### src/hw/rtl/tod_pkg.sv
package tod_pkg;

	// Configuration register indexes.
	typedef enum logic [1:0] {
		CFG_ENABLED   = 2'd0,
		CFG_POLL_MS   = 2'd1,
		CFG_STABLE_MS = 2'd2,
		CFG_TILT_TH   = 2'd3
	} cfg_idx_t;

	localparam int unsigned CFG_DATA_W = 16;
	localparam int unsigned TIME_W     = 32;
	localparam int unsigned ACCEL_W    = 16;
	localparam int unsigned TH_W       = 15;
	localparam int unsigned MAG_W      = ACCEL_W + 1;

	// Reset values of the configuration registers.
	localparam logic [15:0]     POLL_MS_RST   = 16'd100;
	localparam logic [15:0]     STABLE_MS_RST = 16'd300;
	localparam logic [TH_W-1:0] TILT_TH_RST   = 15'd4096;

	// Quarter-turn codes picked by the classifier.
	localparam logic [1:0] ROT_X_POS = 2'd0;
	localparam logic [1:0] ROT_Y_NEG = 2'd1;
	localparam logic [1:0] ROT_X_NEG = 2'd2;
	localparam logic [1:0] ROT_Y_POS = 2'd3;

	// Configuration as seen by the datapath.
	typedef struct packed {
		logic            enabled;
		logic [15:0]     poll_ms;
		logic [15:0]     stable_ms;
		logic [TH_W-1:0] tilt_th;
	} cfg_t;

	// Classifier verdict for one sample.
	typedef struct packed {
		logic       ambiguous;
		logic [1:0] rot;
	} class_t;

endpackage

### src/hw/rtl/tod_classify.sv
module tod_classify (
	input  logic signed [tod_pkg::ACCEL_W-1:0] accel_x,
	input  logic signed [tod_pkg::ACCEL_W-1:0] accel_y,
	input  logic [tod_pkg::TH_W-1:0]           tilt_th,
	output tod_pkg::class_t                    verdict
);

	logic [tod_pkg::MAG_W-1:0] ext_x;
	logic [tod_pkg::MAG_W-1:0] ext_y;
	logic [tod_pkg::MAG_W-1:0] mag_x;
	logic [tod_pkg::MAG_W-1:0] mag_y;
	logic [tod_pkg::MAG_W-1:0] th_ext;
	logic                      x_pos;
	logic                      y_pos;

	// Magnitudes in one extra bit so that the most negative value still fits.
	assign ext_x  = {accel_x[tod_pkg::ACCEL_W-1], accel_x};
	assign ext_y  = {accel_y[tod_pkg::ACCEL_W-1], accel_y};
	assign mag_x  = accel_x[tod_pkg::ACCEL_W-1] ? (tod_pkg::MAG_W'(0) - ext_x) : ext_x;
	assign mag_y  = accel_y[tod_pkg::ACCEL_W-1] ? (tod_pkg::MAG_W'(0) - ext_y) : ext_y;
	assign th_ext = {{(tod_pkg::MAG_W - tod_pkg::TH_W){1'b0}}, tilt_th};
	assign x_pos  = !accel_x[tod_pkg::ACCEL_W-1] && (accel_x != '0);
	assign y_pos  = !accel_y[tod_pkg::ACCEL_W-1] && (accel_y != '0);

	// The dominant axis and its sign pick the rotation; ties go to the X axis.
	always_comb begin
		verdict.ambiguous = (mag_x < th_ext) && (mag_y < th_ext);
		if (mag_y > mag_x) begin
			verdict.rot = y_pos ? tod_pkg::ROT_Y_POS : tod_pkg::ROT_Y_NEG;
		end else begin
			verdict.rot = x_pos ? tod_pkg::ROT_X_POS : tod_pkg::ROT_X_NEG;
		end
	end

endmodule

### src/hw/rtl/tod_track.sv
module tod_track (
	input  logic                         clk,
	input  logic                         arst_n,
	input  logic                         step,
	input  logic [tod_pkg::TIME_W-1:0]   now_ms,
	input  logic                         sample_ok,
	input  tod_pkg::class_t              verdict,
	input  tod_pkg::cfg_t                cfg,
	output logic [1:0]                   rotation,
	output logic                         changed
);

	logic [1:0]                 current_rot_q;
	logic [1:0]                 candidate_rot_q;
	logic [tod_pkg::TIME_W-1:0] candidate_start_q;
	logic [tod_pkg::TIME_W-1:0] last_poll_q;

	logic [1:0]                 current_rot_d;
	logic [1:0]                 candidate_rot_d;
	logic [tod_pkg::TIME_W-1:0] candidate_start_d;
	logic [tod_pkg::TIME_W-1:0] last_poll_d;

	logic [tod_pkg::TIME_W-1:0] poll_age;
	logic [tod_pkg::TIME_W-1:0] cand_age;
	logic                       poll_due;
	logic                       cand_held;

	// Elapsed times wrap with the free-running clock.
	assign poll_age  = now_ms - last_poll_q;
	assign cand_age  = now_ms - candidate_start_q;
	assign poll_due  = poll_age >= {{(tod_pkg::TIME_W - 16){1'b0}}, cfg.poll_ms};
	assign cand_held = cand_age >= {{(tod_pkg::TIME_W - 16){1'b0}}, cfg.stable_ms};

	// Debounce decision for the item that leaves the input stage this cycle.
	always_comb begin
		current_rot_d     = current_rot_q;
		candidate_rot_d   = candidate_rot_q;
		candidate_start_d = candidate_start_q;
		last_poll_d       = last_poll_q;
		changed           = 1'b0;
		if (cfg.enabled && poll_due) begin
			last_poll_d = now_ms;
			if (sample_ok) begin
				if (verdict.ambiguous || (verdict.rot == current_rot_q)) begin
					candidate_rot_d = current_rot_q;
				end else if (verdict.rot != candidate_rot_q) begin
					candidate_rot_d   = verdict.rot;
					candidate_start_d = now_ms;
				end else if (cand_held) begin
					current_rot_d = verdict.rot;
					changed       = 1'b1;
				end
			end
		end
		rotation = current_rot_d;
	end

	// Tracker state moves only when an item is processed.
	always_ff @(posedge clk or negedge arst_n) begin
		if (!arst_n) begin
			current_rot_q     <= '0;
			candidate_rot_q   <= '0;
			candidate_start_q <= '0;
			last_poll_q       <= '0;
		end else if (step) begin
			current_rot_q     <= current_rot_d;
			candidate_rot_q   <= candidate_rot_d;
			candidate_start_q <= candidate_start_d;
			last_poll_q       <= last_poll_d;
		end
	end

endmodule

### src/hw/rtl/tilt_orientation_debouncer.sv
// An item passes the input register, then the result register. Throughput: one item per cycle
// while the output is not stalled; the tracker state updates as an item moves from the input
// register to the result register, so each item sees the state left by the one before.
// Reset (arst_n low, asynchronous): rotation state, poll and candidate times clear to zero,
// configuration returns to disabled, 100 ms poll, 300 ms stable time, threshold 4096.
module tilt_orientation_debouncer (
	input  logic                                clk,
	input  logic                                arst_n,
	input  logic                                in_valid,
	output logic                                in_stall,
	input  logic [tod_pkg::TIME_W-1:0]          now_ms,
	input  logic signed [tod_pkg::ACCEL_W-1:0]  accel_x,
	input  logic signed [tod_pkg::ACCEL_W-1:0]  accel_y,
	input  logic                                sample_ok,
	output logic                                out_valid,
	input  logic                                out_stall,
	output logic [1:0]                          rotation,
	output logic                                changed,
	input  logic                                cfg_we,
	input  tod_pkg::cfg_idx_t                   cfg_index,
	input  logic [tod_pkg::CFG_DATA_W-1:0]      cfg_data
);

	tod_pkg::cfg_t cfg_q;

	logic                              valid_s1;
	logic [tod_pkg::TIME_W-1:0]        now_s1;
	logic signed [tod_pkg::ACCEL_W-1:0] accel_x_s1;
	logic signed [tod_pkg::ACCEL_W-1:0] accel_y_s1;
	logic                              ok_s1;

	logic            out_valid_q;
	logic [1:0]      rotation_q;
	logic            changed_q;

	tod_pkg::class_t verdict;
	logic [1:0]      rot_next;
	logic            changed_next;
	logic            advance;

	// Configuration register writes.
	always_ff @(posedge clk or negedge arst_n) begin
		if (!arst_n) begin
			cfg_q.enabled   <= 1'b0;
			cfg_q.poll_ms   <= tod_pkg::POLL_MS_RST;
			cfg_q.stable_ms <= tod_pkg::STABLE_MS_RST;
			cfg_q.tilt_th   <= tod_pkg::TILT_TH_RST;
		end else if (cfg_we) begin
			case (cfg_index)
				tod_pkg::CFG_ENABLED:   cfg_q.enabled   <= cfg_data[0];
				tod_pkg::CFG_POLL_MS:   cfg_q.poll_ms   <= cfg_data;
				tod_pkg::CFG_STABLE_MS: cfg_q.stable_ms <= cfg_data;
				tod_pkg::CFG_TILT_TH:   cfg_q.tilt_th   <= cfg_data[tod_pkg::TH_W-1:0];
				default: ;
			endcase
		end
	end

	// The input stage moves on when the result register is empty or being emptied.
	assign advance  = valid_s1 && (!out_valid_q || !out_stall);
	assign in_stall = valid_s1 && !advance;

	// Input register.
	always_ff @(posedge clk or negedge arst_n) begin
		if (!arst_n) begin
			valid_s1 <= 1'b0;
		end else if (!in_stall) begin
			valid_s1 <= in_valid;
		end
	end

	always_ff @(posedge clk) begin
		if (!in_stall && in_valid) begin
			now_s1     <= now_ms;
			accel_x_s1 <= accel_x;
			accel_y_s1 <= accel_y;
			ok_s1      <= sample_ok;
		end
	end

	tod_classify u_classify (
		.accel_x (accel_x_s1),
		.accel_y (accel_y_s1),
		.tilt_th (cfg_q.tilt_th),
		.verdict (verdict)
	);

	tod_track u_track (
		.clk       (clk),
		.arst_n    (arst_n),
		.step      (advance),
		.now_ms    (now_s1),
		.sample_ok (ok_s1),
		.verdict   (verdict),
		.cfg       (cfg_q),
		.rotation  (rot_next),
		.changed   (changed_next)
	);

	// Result register; it holds its transfer while the output is stalled.
	always_ff @(posedge clk or negedge arst_n) begin
		if (!arst_n) begin
			out_valid_q <= 1'b0;
		end else if (advance) begin
			out_valid_q <= 1'b1;
		end else if (!out_stall) begin
			out_valid_q <= 1'b0;
		end
	end

	always_ff @(posedge clk) begin
		if (advance) begin
			rotation_q <= rot_next;
			changed_q  <= changed_next;
		end
	end

	assign out_valid = out_valid_q;
	assign rotation  = rotation_q;
	assign changed   = changed_q;

endmodule
### config.mk
export PLATFORM = sky130hd
export DESIGN_NAME = tilt_orientation_debouncer
export DESIGN_NICKNAME = d
export VERILOG_FILES = /design/src/hw/rtl/tod_pkg.sv /design/src/hw/rtl/tod_classify.sv /design/src/hw/rtl/tod_track.sv /design/src/hw/rtl/tilt_orientation_debouncer.sv
export SDC_FILE = /design/constraint.sdc
export NUM_CORES = 1
export LEC_CHECK = 0
export ABC_AREA = 1
export BUFFER_PORTS_ARGS = -buffer_cell sky130_fd_sc_hd__clkbuf_2
export CAP_MARGIN = 10
export CORE_ASPECT_RATIO = 1.5
export CORE_UTILIZATION = 40
export DETAILED_ROUTE_END_ITERATION = 10
export SYNTH_ARGS = -nofsm -noshare
export SYNTH_HDL_FRONTEND = slang
export SYNTH_SLANG_ARGS = --single-unit
### constraint.sdc
create_clock -name clk -period 4.8 [get_ports clk]
set_input_delay 0.48 -clock clk [delete_from_list [all_inputs] [get_ports clk]]
set_output_delay 0.48 -clock clk [all_outputs]
set_load 0.05 [all_outputs]
==> summary.txt, run 1 <==
Status
  – Status: finished, final reports clean

Clock network
  – Max Root-Sink Buffers: 2
  – CTS clk-pin slew, worst paths: 70 ps
  – Clock latency on the worst-skew pair: 460 ps
  – CTS tree: yes
  – Total CTS buffers: 17
  – H-tree levels: 4
  – Clock net sink count: 186
  – Root buffer cell: clkbuf_16

STA
  – Final Hold Viols: 0
  – Setup_tns: 0 ps
  – Slew Limit Fails: 0
  – Worst Slack Setup Final: 381.4 ps
  – Final worst path period share: 0.9205
  – Worst-Margin Slew: 992.6 ps
  – RSZ-0062 raised after global routing: false
  – Setup Viol. Count Final: 0
  – Min Tclk post-route: 4419 ps
  – Max Clk Rate: 0.2263 GHz
  – Clock skew: 10.05 ps
  – Relative slew slack: 0.3364

Power and ir drop
  – Pwr/cell area: 538.2 nW/µm²
  – Worst VDD drop: 0.2240 mV
  – Post-layout power: 9.168 mW
  – Lkg Pwr: 9.461 nW

Floorplanning
  – Die ar.: 39290 µm²
  – Starting Density: 0.4076
  – Row Count: 87
  – Core area: 37770 µm²
  – IO Count: 93
  – Die X-Extent: 162.2 µm
  – Die height: 242.3 µm

Drt
  – WL/cell: 15.41 µm
  – Routed Antenna Nets: 0
  – Vias/cell: 4.824
  – Routed WL: 43.69 mm
  – Met3 Routed Length: 949 µm
  – First DRT Iteration DRCs: 643
  – DRC Markers: 0
  – WL met2: 23.04 mm
  – Max Used Layer: met4
  – Via count: 13676
  – Metal-1 WL: 16.63 mm
  – TritonRoute pass-1 iters: 7

Setup path
  – Critical path class: register to register
  – Worst path required time: 5150 ps
  – WP data arrival: 4770 ps
  – CP endpoint kind: register
  – R2R Setup Slk: 380 ps
  – Worst-path maximum fanout: 15
  – Critical path launch point type: register

Placement
  – GP Congestion: 0.9672
  – Number of port buffers: 92
  – DP Wirelength: 36.91 mm
  – Dpl ws: 273.9 ps

Synthesis
  – Synth warnings: 0
  – Mapped cell area: 15390 µm²
  – Syn Nets: 2460
  – FF+latch count, synth: 186
  – Seq/Total Area, Yosys: 0.3251
  – Synth Flop Type: dfrtp_1
  – Post-synth EDFFs: 68
  – Distinct cell type count after synthesis: 48
  – Mean post-synth cell area: 6.907 µm²
  – Gate Count Post-Synth: 2229
  – Ys async rst share: 0.6344

Global route
  – Total GRT Usage: 0.2300
  – Largest net degree at the start of global routing: 43
  – Vias in the first global route: 13690
  – Total grt overflow: 0
  – Initial antenna violation count: 0
  – Global-route wire length before repair: 68.59 mm

Layout
  – Most common cell after layout, fill and taps aside: nand2_1
  – Nets@finish: 2564
  – Util after Layout: 0.4510
  – N_diodes: 0
  – P&R area growth vs syn: 10.65%
  – Commonest cells after routing, fill and taps aside: 714 x nand2_1, 481 x inv_1, 151 x nor2_1
  – Share of layout cells above drive strength 1: 0.1270

Min path
  – Worst hold path type: primary input to async pin

Job
  – Max cap viols: 0
worst max-delay path: stages, from the launching register on:
cell and delay (ps):
edfxtp_1 420, inv_1 100, ha_1 160, inv_1 50
nor3_1 190, nand3_1 270, o21ai_0 270, xor2_1 270
inv_1 70, ha_1 290, nand2_1 90, nor3_1 310
nand4_1 270, nand2_2 210, nand2_1 110, nand2_1 100
nand2_1 60, nand3_1 90, nand2_1 70, nor2_2 330
nand3_4 120, buf_12 180, buf_12 150, nand2_1 70
o21ai_2 50
final timing paths:
check	start	endpoint	depth (start not counted)
setup reg to reg	accel_x_s1[0]	u_track.candidate_start_q[0]	24
min in group clk	accel_y[15]	accel_y_s1[15]	1
hold reg to reg	valid_s1	out_valid	2
setup / recovery	accel_x_s1[0]	u_track.candidate_start_q[0]	24
max in group asynchronous	arst_n	u_track.last_poll_q[21]	2
hold / removal	arst_n	cfg_q[15]	1
layout make-up:
| class | instances | area [µm²] |
|---|---|---|
| Clock buffer | 19 | 442.9 |
| Clock inverter | 13 | 111.4 |
| Fill cell | 3850 | 20740 |
| Inverter | 491 | 1843 |
| Multi-Input combinational cell | 1529 | 8387 |
| Sequential cell | 186 | 5005 |
| Tap cell | 489 | 611.8 |
| Timing Repair Buffer | 108 | 633.1 |
per-layer routing:
metal,global-route usage,vias up
li1,-,7072
met1,0.2319,6212
met2,0.4351,266
met3,0.02397,126
met4,0.1584,0
met5,0,-
power breakdown:
part	total [mW]	switching, mW	leakage, nW	internal [mW]
sequential	2.31	0.272	2.12	2.04
combinational	5.48	3.55	7.07	1.93
clock	1.37	0.682	0.270	0.691
repair_timing:
| action | 4_1_cts | 5_1_grt |
|---|---|---|
| hold buffers | 0 | 0 |
| setup endpoints to repair | 0 | 24 |
| setup buffers | 0 | 2 |
| resized for setup | 0 | 2 |
metrics by stage:
stage               hold slack [ps]  std cells  area (µm²)
floorplan                     184.4       2229       15390
global placement              442.4       2800       16430
detailed placement            454.2       2800       16430
CTS                           5.570       2832       16990
global route                  36.83       2835       17030
finish                        13.35       2835       17030
sequential cells by signal, indices dropped and copies added (netlist names):
| signal | count |
|---|---|
| cfg_q | 48 |
| now_s1 | 32 |
| u_track.candidate_start_q | 32 |
| u_track.last_poll_q | 32 |
| accel_x_s1 | 16 |
| accel_y_s1 | 16 |
| rotation | 2 |
| u_track.candidate_rot_q | 2 |
| u_track.current_rot_q | 2 |
| changed | 1 |
| ok_s1 | 1 |
| out_valid | 1 |
| valid_s1 | 1 |
cells in the mapped netlist, types with 2 or more instances:
library cell | n | area, µm²
clkbuf_1 | 11 | 41.29
o31ai_1 | 2 | 15.01
nor3_1 | 22 | 110.1
o211ai_1 | 2 | 15.01
fa_1 | 2 | 40.04
dfstp_2 | 8 | 210.2
inv_1 | 482 | 1809
nand3b_1 | 8 | 60.06
nand3_1 | 90 | 450.4
edfxtp_1 | 68 | 2042
and2_1 | 8 | 50.05
ha_1 | 141 | 1764
o21ai_1 | 7 | 35.03
nor4_1 | 3 | 18.77
buf_6 | 9 | 101.4
buf_2 | 2 | 10.01
nand2_2 | 55 | 344.1
nand2_1 | 714 | 2680
nor2_4 | 4 | 45.04
o21bai_1 | 2 | 15.01
conb_1 | 2 | 7.510
or2_2 | 4 | 25.02
xnor2_1 | 3 | 26.28
nand3_2 | 3 | 30.03
a21oi_1 | 68 | 340.3
o21a_1 | 4 | 30.03
a21o_1 | 4 | 30.03
nor2_1 | 152 | 570.6
nor2_2 | 11 | 68.82
nor3_2 | 3 | 30.03
o21ai_2 | 56 | 490.5
xor2_1 | 54 | 473.0
o21ai_0 | 69 | 345.3
inv_2 | 8 | 30.03
dfrtp_1 | 110 | 2753
a211oi_1 | 3 | 22.52
nand4_1 | 24 | 150.1
cells by family after synthesis:
group                      count (synthesis)  synth area share
adders and majority gates                143            0.1172
and+or+nand+nor                         1107            0.3048
other                                      2         0.0004878
buffers and inverters                    515            0.1319
xor gates and xnor gates                  57           0.03243
AOI/OAI and AO/OA                        219           0.08810
DFF                                      186            0.3251
(Power assumes the default switching activity.)
==> run 2: changes to the inputs <==
==> constraint.sdc (replaced) <==
create_clock -name clk -period 4.8 [get_ports clk]
set_input_delay 1.2 -clock clk [delete_from_list [all_inputs] [get_ports clk]]
set_output_delay 1.2 -clock clk [all_outputs]
set_load 0.05 [all_outputs]
==> run 2 against run 1 <==
Compared with the run above: final area increased by 0.40%; critical path depth rose by 1; maximum frequency fell by 0.22%; sequential share of layout area is 0.12 points lower; final cell count hardly changed; via count unchanged; register-to-register slack hardly changed; sequential power is essentially flat; die area unchanged; critical endpoint is now u_track.candidate_start_q[17].
==> summary.txt, run 2 (synthesized netlist as in run 1, its figures left out) <==
Floorplanning
  – Die ar.: 39290 µm²
  – Core area: 37770 µm²
  – Die X-Extent: 162.2 µm
  – Row Count: 87
  – IO Count: 93
  – Starting Density: 0.4076
  – Die height: 242.3 µm

Layout
  – Commonest cells after routing, fill and taps aside: 714 x nand2_1, 481 x inv_1, 151 x nor2_1
  – Area of the multi-input gates: 8402 µm²
  – Reg area: 5005 µm²
  – Max FFs per register: 48
  – Largest Register: cfg_q
  – P&R area growth vs syn: 11.09%
  – Nets@finish: 2566
  – Share of layout cells above drive strength 1: 0.1290
  – Most common cell after layout, fill and taps aside: nand2_1
  – Design area: 17100 µm²
  – N_diodes: 0
  – Fill cells: 3906

Status
  – Status: finished, final reports clean

STA
  – Final Hold Viols: 0
  – Relative slew slack: 0.3088
  – Min Tclk post-route: 4428 ps
  – Worst Slack Setup Final: 371.9 ps
  – Max Clk Rate: 0.2258 GHz
  – Clock skew: 14.99 ps
  – Slew Limit Fails: 0
  – RSZ-0062 raised after global routing: false
  – Setup Viol. Count Final: 0
  – Final worst path period share: 0.9225
  – Setup_tns: 0 ps
  – Worst-Margin Slew: 1034 ps
  – Hold WS: 463.5 ps

Placement
  – Dpl ws: 125.7 ps
  – DP Wirelength: 37.32 mm
  – GP Congestion: 0.9695
  – Placed inst area: 16440 µm²
  – Number of port buffers: 92

Clock network
  – CTS clk-pin slew, worst paths: 70 ps
  – CTS Hold Bufs: 0
  – Clock net sink count: 186
  – Root buffer cell: clkbuf_16
  – Max Root-Sink Buffers: 2
  – H-tree levels: 4
  – Clock latency on the worst-skew pair: 460 ps
  – CTS tree: yes
  – Total CTS buffers: 17

Job
  – Max cap viols: 0

Setup path
  – R2R Setup Slk: 370 ps
  – R2R depth: 25
  – WP data arrival: 4770 ps
  – Worst-path maximum fanout: 7
  – CP endpoint: u_track.candidate_start_q[17]
  – CP endpoint kind: register
  – Critical path class: register to register
  – Critical path launch point type: register
  – Worst setup path start: accel_x_s1[0]
  – Reg-to-Reg End: u_track.candidate_start_q[17]
  – Worst r2r src: accel_x_s1[0]
  – Worst path required time: 5140 ps

Power and ir drop
  – Lkg Pwr: 9.493 nW
  – Pwr/cell area: 543.6 nW/µm²
  – Post-layout power: 9.297 mW
  – Worst VDD drop: 0.2438 mV

Global route
  – Total grt overflow: 0
  – Largest net degree at the start of global routing: 47
  – Vias in the first global route: 13737
  – Total GRT Usage: 0.2325
  – Global-route wire length before repair: 69.73 mm
  – Initial antenna violation count: 0

Drt
  – Routed WL: 44.68 mm
  – Routed Antenna Nets: 0
  – WL/cell: 15.75 µm
  – DRC Markers: 0
  – Via count: 13676
  – TritonRoute pass-1 iters: 7
  – Vias/cell: 4.821
  – First DRT Iteration DRCs: 596

Min path
  – Worst hold path type: register to register
[run 2: cell count changes in the layout (fill, tap and decap cells not counted), moves of 2 or more]
cell       delta
clkbuf_16     +2
inv_8         -2
clkinv_8      +2
inv_6         +4
clkinv_4      -4
buf_4         +3
[run 2: worst min-delay path by stage]
stage | slack, ps | startpoint | end | depth (start not counted)
finish | 460 | valid_s1 | out_valid | 2
global route | 510 | u_track.candidate_start_q[2] | u_track.candidate_start_q[2] | 2
CTS | 470 | valid_s1 | out_valid | 2
detailed placement | 450 | valid_s1 | out_valid | 2
global placement | 440 | valid_s1 | out_valid | 2
floorplan | 430 | valid_s1 | out_valid | 2
[run 2: metrics by stage]
step,util,std cells
after floorplan,-,2229
after global placement,0.4353,2803
after detailed placement,0.4353,2803
after CTS,0.4513,2835
after global routing,0.4527,2837
final,0.4527,2837
[run 2: critical path: stages (launching register included)]
cell and delay, ps:
edfxtp_1 420, inv_1 100, ha_1 140, inv_1 50
nor3_1 270, nand3_2 220, o21ai_0 240, xor2_1 320
inv_1 80, ha_1 300, nand2_1 100, nor2_1 150
nand3b_1 140, nor2_1 120, nor2_1 50, nand2_1 120
nand2_2 120, nand2_1 130, nand3_1 90, nand3_1 90
nand2_1 130, nor2_4 310, nand3_4 250, buf_4 250
nand2_2 60, o21ai_2 40
[run 2: per-layer routing]
metal | vias up | GRT usage | wire (µm)
li1 | 7073 | - | -
met1 | 6226 | 0.2353 | 16890
met2 | 268 | 0.4488 | 23930
met3 | 109 | 0.02174 | 1011
met4 | 0 | 0.1426 | 2857
met5 | - | 0 | 0
[run 2: final cells by class]
cell class                 instances  share of cell area
timing repair buffer             110             0.03717
multi-input combinational       1529              0.4913
clock inverter                    12            0.006731
inverter                         491              0.1078
sequential                       186              0.2927
clock buffer                      20             0.02861
tap                              489             0.03578
[run 2: power breakdown]
group	internal [mW]	switching (mW)	total (mW)	leakage [nW]
Combinational	1.94	3.59	5.53	7.07
Sequential	2.04	0.273	2.31	2.12
Clock	0.761	0.698	1.46	0.297
Total	4.74	4.56	9.30	9.49
[run 2: repair_timing]
action                                  4_1_cts  5_1_grt
endpoints found under the setup margin        0       32
buffers inserted                              0        1
resized for setup                             0        5
